## src/sv/vfu_pkg.sv

```systemverilog
`timescale 1ns / 1ps

package vfu_pkg;

  localparam int SAMPLE_BITS_DEF = 16;
  localparam int CFG_BITS = 16;
  localparam int NYQ_BITS = 14;
  localparam int REM_BITS = NYQ_BITS + 2;
  localparam int IDX_BITS = 2;

  localparam logic [IDX_BITS-1:0] REG_CENTER  = 2'd0;
  localparam logic [IDX_BITS-1:0] REG_NYQUIST = 2'd1;
  localparam logic [IDX_BITS-1:0] REG_BAD     = 2'd2;

  localparam logic signed [CFG_BITS-1:0] CENTER_RESET = 16'sh0000;
  localparam logic [NYQ_BITS-1:0]        NYQ_RESET    = 14'd1;
  localparam logic signed [CFG_BITS-1:0] BAD_RESET    = 16'sh8000;

  localparam int FOLD_POS_LIMIT = 32767;
  localparam int FOLD_NEG_LIMIT = 32768;
  localparam logic signed [15:0] FOLD_MAX = 16'sh7fff;
  localparam logic signed [15:0] FOLD_MIN = 16'sh8000;

  typedef struct packed {
    logic active;
    logic neg;
    logic last;
  } vfu_ctl_t;

  function automatic int div_width(int sample_bits);
    return ((sample_bits > CFG_BITS) ? sample_bits : CFG_BITS) + 1;
  endfunction

endpackage

```

## src/sv/velocity_forced_unfold.sv

```systemverilog
`timescale 1ns / 1ps
// forced unfolding of doppler velocity gates about a center velocity
// gate channel: gate_valid / gate_stall with sample, in_boundary, last_gate
// result channel: result_valid / result_stall with sample_out, fold_count,
//   saturated, last_out; one result transaction per gate transaction, in order
// config port: cfg_wr_en, cfg_index, cfg_data; 0 center, 1 nyquist, 2 bad value
//   write only while the pipeline is empty; other indexes are ignored
// throughput: one gate per cycle, sustained while result_stall stays low
// path: front register, fold divider stages, fold register, output register; the
//   fold divider resolves one quotient bit per pipeline stage
// reset clears all stage valid bits and loads center 0, nyquist 1,
//   bad value -32768
// a stall on the result side holds the output register; each stage keeps
//   taking data while the stage after it has room, so gates keep entering
//   until the pipeline is full, then gate_stall rises
module velocity_forced_unfold #(
  parameter int SAMPLE_BITS = vfu_pkg::SAMPLE_BITS_DEF
) (
  input  logic                                clk,
  input  logic                                rst,
  input  logic                                cfg_wr_en,
  input  logic [vfu_pkg::IDX_BITS-1:0]        cfg_index,
  input  logic [vfu_pkg::CFG_BITS-1:0]        cfg_data,
  input  logic                                gate_valid,
  output logic                                gate_stall,
  input  logic signed [SAMPLE_BITS-1:0]       sample,
  input  logic                                in_boundary,
  input  logic                                last_gate,
  output logic                                result_valid,
  input  logic                                result_stall,
  output logic signed [SAMPLE_BITS-1:0]       sample_out,
  output logic signed [15:0]                  fold_count,
  output logic                                saturated,
  output logic                                last_out
);
  import vfu_pkg::*;

  localparam int DW = div_width(SAMPLE_BITS);

  logic signed [CFG_BITS-1:0] center;
  logic [NYQ_BITS-1:0]        nyq;
  logic signed [CFG_BITS-1:0] bad;
  logic [NYQ_BITS:0]          two_n;

  logic                          front_ready;
  logic                          div_v [0:DW];
  logic                          div_ready [0:DW];
  logic signed [SAMPLE_BITS-1:0] div_s [0:DW];
  logic [DW-1:0]                 div_dvd [0:DW];
  logic [DW-1:0]                 div_q [0:DW];
  logic [REM_BITS-1:0]           div_rem [0:DW];
  vfu_ctl_t                      div_ctl [0:DW];

  logic                          fold_v;
  logic                          out_ready;
  logic signed [SAMPLE_BITS-1:0] fold_s;
  logic [DW-1:0]                 fold_prod;
  logic signed [15:0]            fold_n;
  vfu_ctl_t                      fold_ctl;

  always_ff @(posedge clk) begin
    if (rst) begin
      center <= CENTER_RESET;
      nyq <= NYQ_RESET;
      bad <= BAD_RESET;
    end else if (cfg_wr_en) begin
      unique case (cfg_index)
        REG_CENTER:  center <= cfg_data;
        REG_NYQUIST: nyq <= cfg_data[NYQ_BITS-1:0];
        REG_BAD:     bad <= cfg_data;
        default: ;
      endcase
    end
  end

  assign two_n = {nyq, 1'b0};
  assign gate_stall = !front_ready;
  assign div_q[0] = '0;
  assign div_rem[0] = '0;

  vfu_front #(.SAMPLE_BITS(SAMPLE_BITS)) u_front (
    .clk         (clk),
    .rst         (rst),
    .valid_in    (gate_valid),
    .ready_up    (front_ready),
    .ready_down  (div_ready[0]),
    .valid_q     (div_v[0]),
    .sample      (sample),
    .in_boundary (in_boundary),
    .last_gate   (last_gate),
    .center      (center),
    .nyq         (nyq),
    .bad         (bad),
    .s_q         (div_s[0]),
    .dividend_q  (div_dvd[0]),
    .ctl_q       (div_ctl[0])
  );

  for (genvar k = 0; k < DW; k++) begin : g_div
    vfu_div_stage #(.SAMPLE_BITS(SAMPLE_BITS), .BIT(DW - 1 - k)) u_stage (
      .clk         (clk),
      .rst         (rst),
      .valid_in    (div_v[k]),
      .ready_up    (div_ready[k]),
      .ready_down  (div_ready[k+1]),
      .valid_q     (div_v[k+1]),
      .two_n       (two_n),
      .s_in        (div_s[k]),
      .dividend_in (div_dvd[k]),
      .q_in        (div_q[k]),
      .rem_in      (div_rem[k]),
      .ctl_in      (div_ctl[k]),
      .s_q         (div_s[k+1]),
      .dividend_q  (div_dvd[k+1]),
      .q_q         (div_q[k+1]),
      .rem_q       (div_rem[k+1]),
      .ctl_q       (div_ctl[k+1])
    );
  end

  vfu_fold #(.SAMPLE_BITS(SAMPLE_BITS)) u_fold (
    .clk         (clk),
    .rst         (rst),
    .valid_in    (div_v[DW]),
    .ready_up    (div_ready[DW]),
    .ready_down  (out_ready),
    .valid_q     (fold_v),
    .s_in        (div_s[DW]),
    .dividend_in (div_dvd[DW]),
    .q_in        (div_q[DW]),
    .rem_in      (div_rem[DW]),
    .ctl_in      (div_ctl[DW]),
    .s_q         (fold_s),
    .prod_q      (fold_prod),
    .fold_q      (fold_n),
    .ctl_q       (fold_ctl)
  );

  vfu_out #(.SAMPLE_BITS(SAMPLE_BITS)) u_out (
    .clk        (clk),
    .rst        (rst),
    .valid_in   (fold_v),
    .ready_up   (out_ready),
    .ready_down (!result_stall),
    .valid_q    (result_valid),
    .s_in       (fold_s),
    .prod_in    (fold_prod),
    .fold_in    (fold_n),
    .ctl_in     (fold_ctl),
    .sample_out (sample_out),
    .fold_count (fold_count),
    .saturated  (saturated),
    .last_out   (last_out)
  );

endmodule

```

## src/sv/vfu_front.sv

```systemverilog
`timescale 1ns / 1ps

module vfu_front #(
  parameter int SAMPLE_BITS = vfu_pkg::SAMPLE_BITS_DEF
) (
  input  logic                                          clk,
  input  logic                                          rst,
  input  logic                                          valid_in,
  output logic                                          ready_up,
  input  logic                                          ready_down,
  output logic                                          valid_q,
  input  logic signed [SAMPLE_BITS-1:0]                 sample,
  input  logic                                          in_boundary,
  input  logic                                          last_gate,
  input  logic signed [vfu_pkg::CFG_BITS-1:0]           center,
  input  logic [vfu_pkg::NYQ_BITS-1:0]                  nyq,
  input  logic signed [vfu_pkg::CFG_BITS-1:0]           bad,
  output logic signed [SAMPLE_BITS-1:0]                 s_q,
  output logic [vfu_pkg::div_width(SAMPLE_BITS)-1:0]    dividend_q,
  output vfu_pkg::vfu_ctl_t                             ctl_q
);
  import vfu_pkg::*;

  localparam int DW = div_width(SAMPLE_BITS);

  logic signed [DW-1:0] s_ext;
  logic signed [DW-1:0] c_ext;
  logic signed [DW-1:0] b_ext;
  logic signed [DW-1:0] d;
  logic [DW:0]          n_ext;
  logic [DW:0]          sum_p;
  logic [DW:0]          sum_m;
  logic [DW-1:0]        dividend_next;
  vfu_ctl_t             ctl_next;

  assign ready_up = !valid_q || ready_down;

  always_comb begin
    s_ext = DW'(sample);
    c_ext = DW'(center);
    b_ext = DW'(bad);
    d = c_ext - s_ext;
    n_ext = (DW + 1)'(nyq);
    sum_p = n_ext + (DW + 1)'(d);
    sum_m = n_ext - (DW + 1)'(d);
    dividend_next = d[DW-1] ? sum_m[DW-1:0] : sum_p[DW-1:0];
    ctl_next.active = in_boundary && (s_ext != b_ext) && (nyq != '0);
    ctl_next.neg = d[DW-1];
    ctl_next.last = last_gate;
  end

  always_ff @(posedge clk) begin
    if (rst) begin
      valid_q <= 1'b0;
    end else if (ready_up) begin
      valid_q <= valid_in;
    end
  end

  always_ff @(posedge clk) begin
    if (ready_up && valid_in) begin
      s_q <= sample;
      dividend_q <= dividend_next;
      ctl_q <= ctl_next;
    end
  end

endmodule

```

## src/sv/vfu_div_stage.sv

```systemverilog
`timescale 1ns / 1ps

module vfu_div_stage #(
  parameter int SAMPLE_BITS = vfu_pkg::SAMPLE_BITS_DEF,
  parameter int BIT = 0
) (
  input  logic                                          clk,
  input  logic                                          rst,
  input  logic                                          valid_in,
  output logic                                          ready_up,
  input  logic                                          ready_down,
  output logic                                          valid_q,
  input  logic [vfu_pkg::NYQ_BITS:0]                    two_n,
  input  logic signed [SAMPLE_BITS-1:0]                 s_in,
  input  logic [vfu_pkg::div_width(SAMPLE_BITS)-1:0]    dividend_in,
  input  logic [vfu_pkg::div_width(SAMPLE_BITS)-1:0]    q_in,
  input  logic [vfu_pkg::REM_BITS-1:0]                  rem_in,
  input  vfu_pkg::vfu_ctl_t                             ctl_in,
  output logic signed [SAMPLE_BITS-1:0]                 s_q,
  output logic [vfu_pkg::div_width(SAMPLE_BITS)-1:0]    dividend_q,
  output logic [vfu_pkg::div_width(SAMPLE_BITS)-1:0]    q_q,
  output logic [vfu_pkg::REM_BITS-1:0]                  rem_q,
  output vfu_pkg::vfu_ctl_t                             ctl_q
);
  import vfu_pkg::*;

  localparam int DW = div_width(SAMPLE_BITS);

  logic [REM_BITS-1:0] rem_shift;
  logic [REM_BITS-1:0] divisor;
  logic                ge;
  logic [REM_BITS-1:0] rem_next;
  logic [DW-1:0]       q_next;

  assign ready_up = !valid_q || ready_down;

  always_comb begin
    rem_shift = {rem_in[REM_BITS-2:0], dividend_in[BIT]};
    divisor = REM_BITS'(two_n);
    ge = rem_shift >= divisor;
    rem_next = ge ? (rem_shift - divisor) : rem_shift;
    q_next = {q_in[DW-2:0], ge};
  end

  always_ff @(posedge clk) begin
    if (rst) begin
      valid_q <= 1'b0;
    end else if (ready_up) begin
      valid_q <= valid_in;
    end
  end

  always_ff @(posedge clk) begin
    if (ready_up && valid_in) begin
      s_q <= s_in;
      dividend_q <= dividend_in;
      q_q <= q_next;
      rem_q <= rem_next;
      ctl_q <= ctl_in;
    end
  end

endmodule

```

## src/sv/vfu_fold.sv

```systemverilog
`timescale 1ns / 1ps

module vfu_fold #(
  parameter int SAMPLE_BITS = vfu_pkg::SAMPLE_BITS_DEF
) (
  input  logic                                          clk,
  input  logic                                          rst,
  input  logic                                          valid_in,
  output logic                                          ready_up,
  input  logic                                          ready_down,
  output logic                                          valid_q,
  input  logic signed [SAMPLE_BITS-1:0]                 s_in,
  input  logic [vfu_pkg::div_width(SAMPLE_BITS)-1:0]    dividend_in,
  input  logic [vfu_pkg::div_width(SAMPLE_BITS)-1:0]    q_in,
  input  logic [vfu_pkg::REM_BITS-1:0]                  rem_in,
  input  vfu_pkg::vfu_ctl_t                             ctl_in,
  output logic signed [SAMPLE_BITS-1:0]                 s_q,
  output logic [vfu_pkg::div_width(SAMPLE_BITS)-1:0]    prod_q,
  output logic signed [15:0]                            fold_q,
  output vfu_pkg::vfu_ctl_t                             ctl_q
);
  import vfu_pkg::*;

  localparam int DW = div_width(SAMPLE_BITS);

  logic                 fold;
  logic [DW-1:0]        prod_next;
  logic signed [15:0]   fold_next;
  vfu_ctl_t             ctl_next;

  assign ready_up = !valid_q || ready_down;

  always_comb begin
    // |d| equal to nyquist gives quotient one with no remainder and is not folded
    fold = ctl_in.active && (q_in != '0) && !((q_in == DW'(1)) && (rem_in == '0));
    prod_next = dividend_in - DW'(rem_in);
    if (!fold) begin
      fold_next = '0;
    end else if (ctl_in.neg) begin
      fold_next = (q_in >= DW'(FOLD_NEG_LIMIT)) ? FOLD_MIN : -q_in[15:0];
    end else begin
      fold_next = (q_in > DW'(FOLD_POS_LIMIT)) ? FOLD_MAX : q_in[15:0];
    end
    ctl_next.active = fold;
    ctl_next.neg = ctl_in.neg;
    ctl_next.last = ctl_in.last;
  end

  always_ff @(posedge clk) begin
    if (rst) begin
      valid_q <= 1'b0;
    end else if (ready_up) begin
      valid_q <= valid_in;
    end
  end

  always_ff @(posedge clk) begin
    if (ready_up && valid_in) begin
      s_q <= s_in;
      prod_q <= prod_next;
      fold_q <= fold_next;
      ctl_q <= ctl_next;
    end
  end

endmodule

```

## src/sv/vfu_out.sv

```systemverilog
`timescale 1ns / 1ps

module vfu_out #(
  parameter int SAMPLE_BITS = vfu_pkg::SAMPLE_BITS_DEF
) (
  input  logic                                          clk,
  input  logic                                          rst,
  input  logic                                          valid_in,
  output logic                                          ready_up,
  input  logic                                          ready_down,
  output logic                                          valid_q,
  input  logic signed [SAMPLE_BITS-1:0]                 s_in,
  input  logic [vfu_pkg::div_width(SAMPLE_BITS)-1:0]    prod_in,
  input  logic signed [15:0]                            fold_in,
  input  vfu_pkg::vfu_ctl_t                             ctl_in,
  output logic signed [SAMPLE_BITS-1:0]                 sample_out,
  output logic signed [15:0]                            fold_count,
  output logic                                          saturated,
  output logic                                          last_out
);
  import vfu_pkg::*;

  localparam int DW = div_width(SAMPLE_BITS);
  localparam int SW = DW + 2;
  localparam logic signed [SW-1:0] SMAX = SW'((64'sd1 <<< (SAMPLE_BITS - 1)) - 64'sd1);
  localparam logic signed [SW-1:0] SMIN = SW'(-(64'sd1 <<< (SAMPLE_BITS - 1)));

  logic signed [SW-1:0]          s_w;
  logic signed [SW-1:0]          p_w;
  logic signed [SW-1:0]          sum;
  logic signed [SAMPLE_BITS-1:0] res_next;
  logic                          sat_next;

  assign ready_up = !valid_q || ready_down;

  always_comb begin
    s_w = SW'(s_in);
    p_w = SW'({2'b00, prod_in});
    sum = ctl_in.neg ? (s_w - p_w) : (s_w + p_w);
    res_next = s_in;
    sat_next = 1'b0;
    if (ctl_in.active) begin
      if (sum > SMAX) begin
        res_next = SMAX[SAMPLE_BITS-1:0];
        sat_next = 1'b1;
      end else if (sum < SMIN) begin
        res_next = SMIN[SAMPLE_BITS-1:0];
        sat_next = 1'b1;
      end else begin
        res_next = sum[SAMPLE_BITS-1:0];
      end
    end
  end

  always_ff @(posedge clk) begin
    if (rst) begin
      valid_q <= 1'b0;
    end else if (ready_up) begin
      valid_q <= valid_in;
    end
  end

  always_ff @(posedge clk) begin
    if (ready_up && valid_in) begin
      sample_out <= res_next;
      fold_count <= fold_in;
      saturated <= sat_next;
      last_out <= ctl_in.last;
    end
  end

endmodule

```

## config.mk

```make
export PLATFORM = sky130hd
export DESIGN_NAME = velocity_forced_unfold
export DESIGN_NICKNAME = d
export VERILOG_FILES = /design/src/sv/vfu_pkg.sv /design/src/sv/velocity_forced_unfold.sv /design/src/sv/vfu_front.sv /design/src/sv/vfu_div_stage.sv /design/src/sv/vfu_fold.sv /design/src/sv/vfu_out.sv
export SDC_FILE = /design/constraint.sdc
export NUM_CORES = 2
export LEC_CHECK = 0
export BUFFER_PORTS_ARGS = -buffer_cell sky130_fd_sc_hd__buf_2
export CAP_MARGIN = 20
export CORE_ASPECT_RATIO = 0.7
export CORE_MARGIN = 5
export CORE_UTILIZATION = 50
export DETAILED_ROUTE_END_ITERATION = 8
export PLACE_DENSITY = 0.78
export SYNTH_ARGS = -nofsm -noshare
export SYNTH_HDL_FRONTEND = slang
export SYNTH_SLANG_ARGS = --single-unit
```

## constraint.sdc

```tcl
create_clock -name clk -period 11.8 [get_ports clk]
set_input_delay 3.54 -clock clk [delete_from_list [all_inputs] [get_ports clk]]
set_output_delay 3.54 -clock clk [all_outputs]
set_load 0.005 [all_outputs]
```

==> flow_metrics.tcl <==
set metrics [dict create \
    ys_ff_latch 1191 \
    drive_gt1_share_pct 11.5 \
    slew_violations 0 \
    peakVddDrop_uv 112 \
    routed_via_density 5.82 \
    die_w_um 403 \
    htreeDepth 3 \
    syn_avg_cell_area_um2 13.4 \
    synth_cells 4012 \
    gp_congestion 0.861 \
    syn_to_final_growth_pct 11.0 \
    grt_setup_unrepaired "false" \
    cts-root-buf "clkbuf_16" \
    setup-tns-final_ps 0 \
    p_total_mw 8.64 \
    core_area_um2 107000 \
    crit_fanout 6 \
    power_density_nw_per_um2 144 \
    fin_util_pct 56.1 \
    ctsResizeCount 0 \
    track_usage_pct 19.5 \
    drcViolationCount 0 \
    fmax_mhz 101 \
    antenna_found_initial 2 \
    num_vias 33100 \
    p_leak_nw 21.2 \
    skew_ps 34.4 \
    yosysSeqAreaShare_pct 65.1 \
    crit_type "in2out" \
    postRouteAntennaNets 0 \
    grt_pass1_vias 32500 \
    async_reset_ff_share_pct 0 \
    ys.flop_type "edfxtp_1" \
    numCtsBuffers 98 \
    clockBufferDepth 3 \
    die_area_um2 115000 \
    nets 4530 \
    cap_violations 0 \
    ys_types 86 \
    drtIter0Drc 3501 \
    cts.sinks 1191 \
    overflow 0 \
    critPathLaunchType "primary input" \
    required_ps 8260 \
    wl_mm 116 \
    setup_viol 0 \
    hp-class "reg2reg" \
    arrival_ps 6330 \
    dr.pass1.iters 6 \
    cts_hold_buffers 0 \
    cts.clk_slew.worst_paths_ps 100 \
    grt_max_degree 69 \
    insertion_delay_ps 700 \
    post_drt_wl_per_cell_um 20.4 \
    tightest_slew_ps 1080 \
    finalCriticalPeriod_ps 9870 \
    cts_setup_buffers 0 \
    period_share_pct 83.7 \
    ios 77 \
    grt_pass1_wl_mm 180 \
    max_slew_margin_pct 27.7 \
    hold_viol_final 0 \
    initial_core_util_pct 50.5 \
    cp-end-kind "primary output" \
    portBuffers 76 \
    rows 100 \
    die_y_um 285 \
    status "complete, no violations" \
    synth_edf_count 1125 \
    syn_area_um2 53900 \
    synth_warnings 0 \
    tritoncts "built" \
    place_hpwl_mm 72.9 \
    synth_fp_nets 4366 \
]
## through the flow
step	hold WS, ps	instance area, um2	cells	worst slack [ps]
final	393	59800	5685	1930
after global routing	404	59800	5685	1780
after CTS	397	59700	5678	1970
after detailed placement	405	56400	5498	2240
after global placement	400	56300	5492	2450
after floorplan	400	53900	4012	2420
## cell families after synthesis
kind of cell    count (synthesis)  share of synthesized area (%)
simple gates                 1117                           10.0
compound gates                777                           9.27
xor+xnor                      172                           2.81
mux                           163                           3.32
other cells                     1                        0.00695
buf+inv                       278                           1.97
fa+ha+maj                     313                           7.53
flops                        1191                           65.1
## Yosys cell counts, drive strengths merged, types with 33 or more instances
library cell / number / area share [%]
nor2b: 67 / 0.78
a21boi: 78 / 1.1
or3: 39 / 0.46
o21ai: 174 / 1.6
edfxtp: 1125 / 63
a21oi: 244 / 2.3
xor2: 84 / 1.4
ha: 294 / 6.8
nand3: 46 / 0.43
xnor2: 88 / 1.4
nand4: 44 / 0.51
nand2b: 52 / 0.60
mux2i: 38 / 0.71
nor3: 63 / 0.58
dfxtp: 66 / 2.5
clkbuf: 43 / 0.30
mux2: 125 / 2.6
nor2: 349 / 2.4
or2: 33 / 0.38
inv: 217 / 1.5
nand2: 293 / 2.0
## report_power, final
group / switching (mW) / internal [mW]
Combinational: 0.293 / 0.199
Sequential: 0.0249 / 4.64
Clock: 1.57 / 1.92
Total: 1.88 / 6.76
## cell type report
class | count | area, um2
fillers | 8009 | 46900
flip-flops and latches | 1191 | 35100
multi-input cells | 2543 | 17900
clock buffers | 121 | 2560
well taps | 1428 | 1790
inverters | 218 | 818
clock inverters | 59 | 815
repair buffers | 124 | 812
diodes | 1 | 2.50
## layer usage
metal  up-vias  GRT usage, %  part of all wire [%]
met4         0          4.48                   2.6
met3       248          2.96                   6.9
met5         -             0                     0
met2      1361          32.0                    48
li1      15400             -                     -
met1     16100          27.7                    43
## sequential cells by signal, indices dropped and copies added (netlist names)
name and flops:
g_div.u_stage.rem_q 256, g_div.u_stage.q_q 153, u_out.sample_out 16, nyq 14, g_div.u_stage.s_q 272, u_fold.s_q 16
g_div.u_stage.ctl_q 51, u_fold.valid_q 1, u_fold.prod_q 16, u_front.s_q 16, bad 16, center 16
u_fold.ctl_q 3, u_out.fold_count 16, u_front.ctl_q 3, u_fold.fold_q 16, u_front.dividend_q 17, u_out.saturated 1
u_out.valid_q 1, u_front.valid_q 1, u_out.last_out 1, g_div.u_stage.dividend_q 272, g_div.u_stage.valid_q 17
## placed cells by master, fill, tap and decap left out, drive strengths merged, types with 28 or more instances in the layout
master	n
edfxtp	1125
nor2	349
ha	294
nand2	293
a21oi	244
inv	225
o21ai	174
mux2	125
buf	124
clkbuf	121
xnor2	88
xor2	84
a21boi	78
nor2b	67
dfxtp	66
nor3	63
nand2b	52
nand3	46
nand4	44
or3	39
mux2i	38
or2	33
o21a	28
clkinv	28
## worst max-delay path, stage by stage
cell and delay (ps):
buf_2 150, nand3_1 150, nor2_1 500, and3_1 400, nand2_1 190, nor3_1 240, buf_4 220, nand3_1 120
nor2_1 350, nand2_1 160, inv_1 150, buf_2 140
## final timing paths
path,from,end,slack (ps),depth (start not counted)
hold reg to reg,g_div[11].u_stage.q_q[10],g_div[12].u_stage.q_q[11],390,0
setup reg to reg,center[0],u_front.dividend_q[15],5730,24
setup / recovery,result_stall,gate_stall,1930,12
hold / removal,g_div[11].u_stage.q_q[10],g_div[12].u_stage.q_q[11],390,0
(Power assumes the default switching activity.)
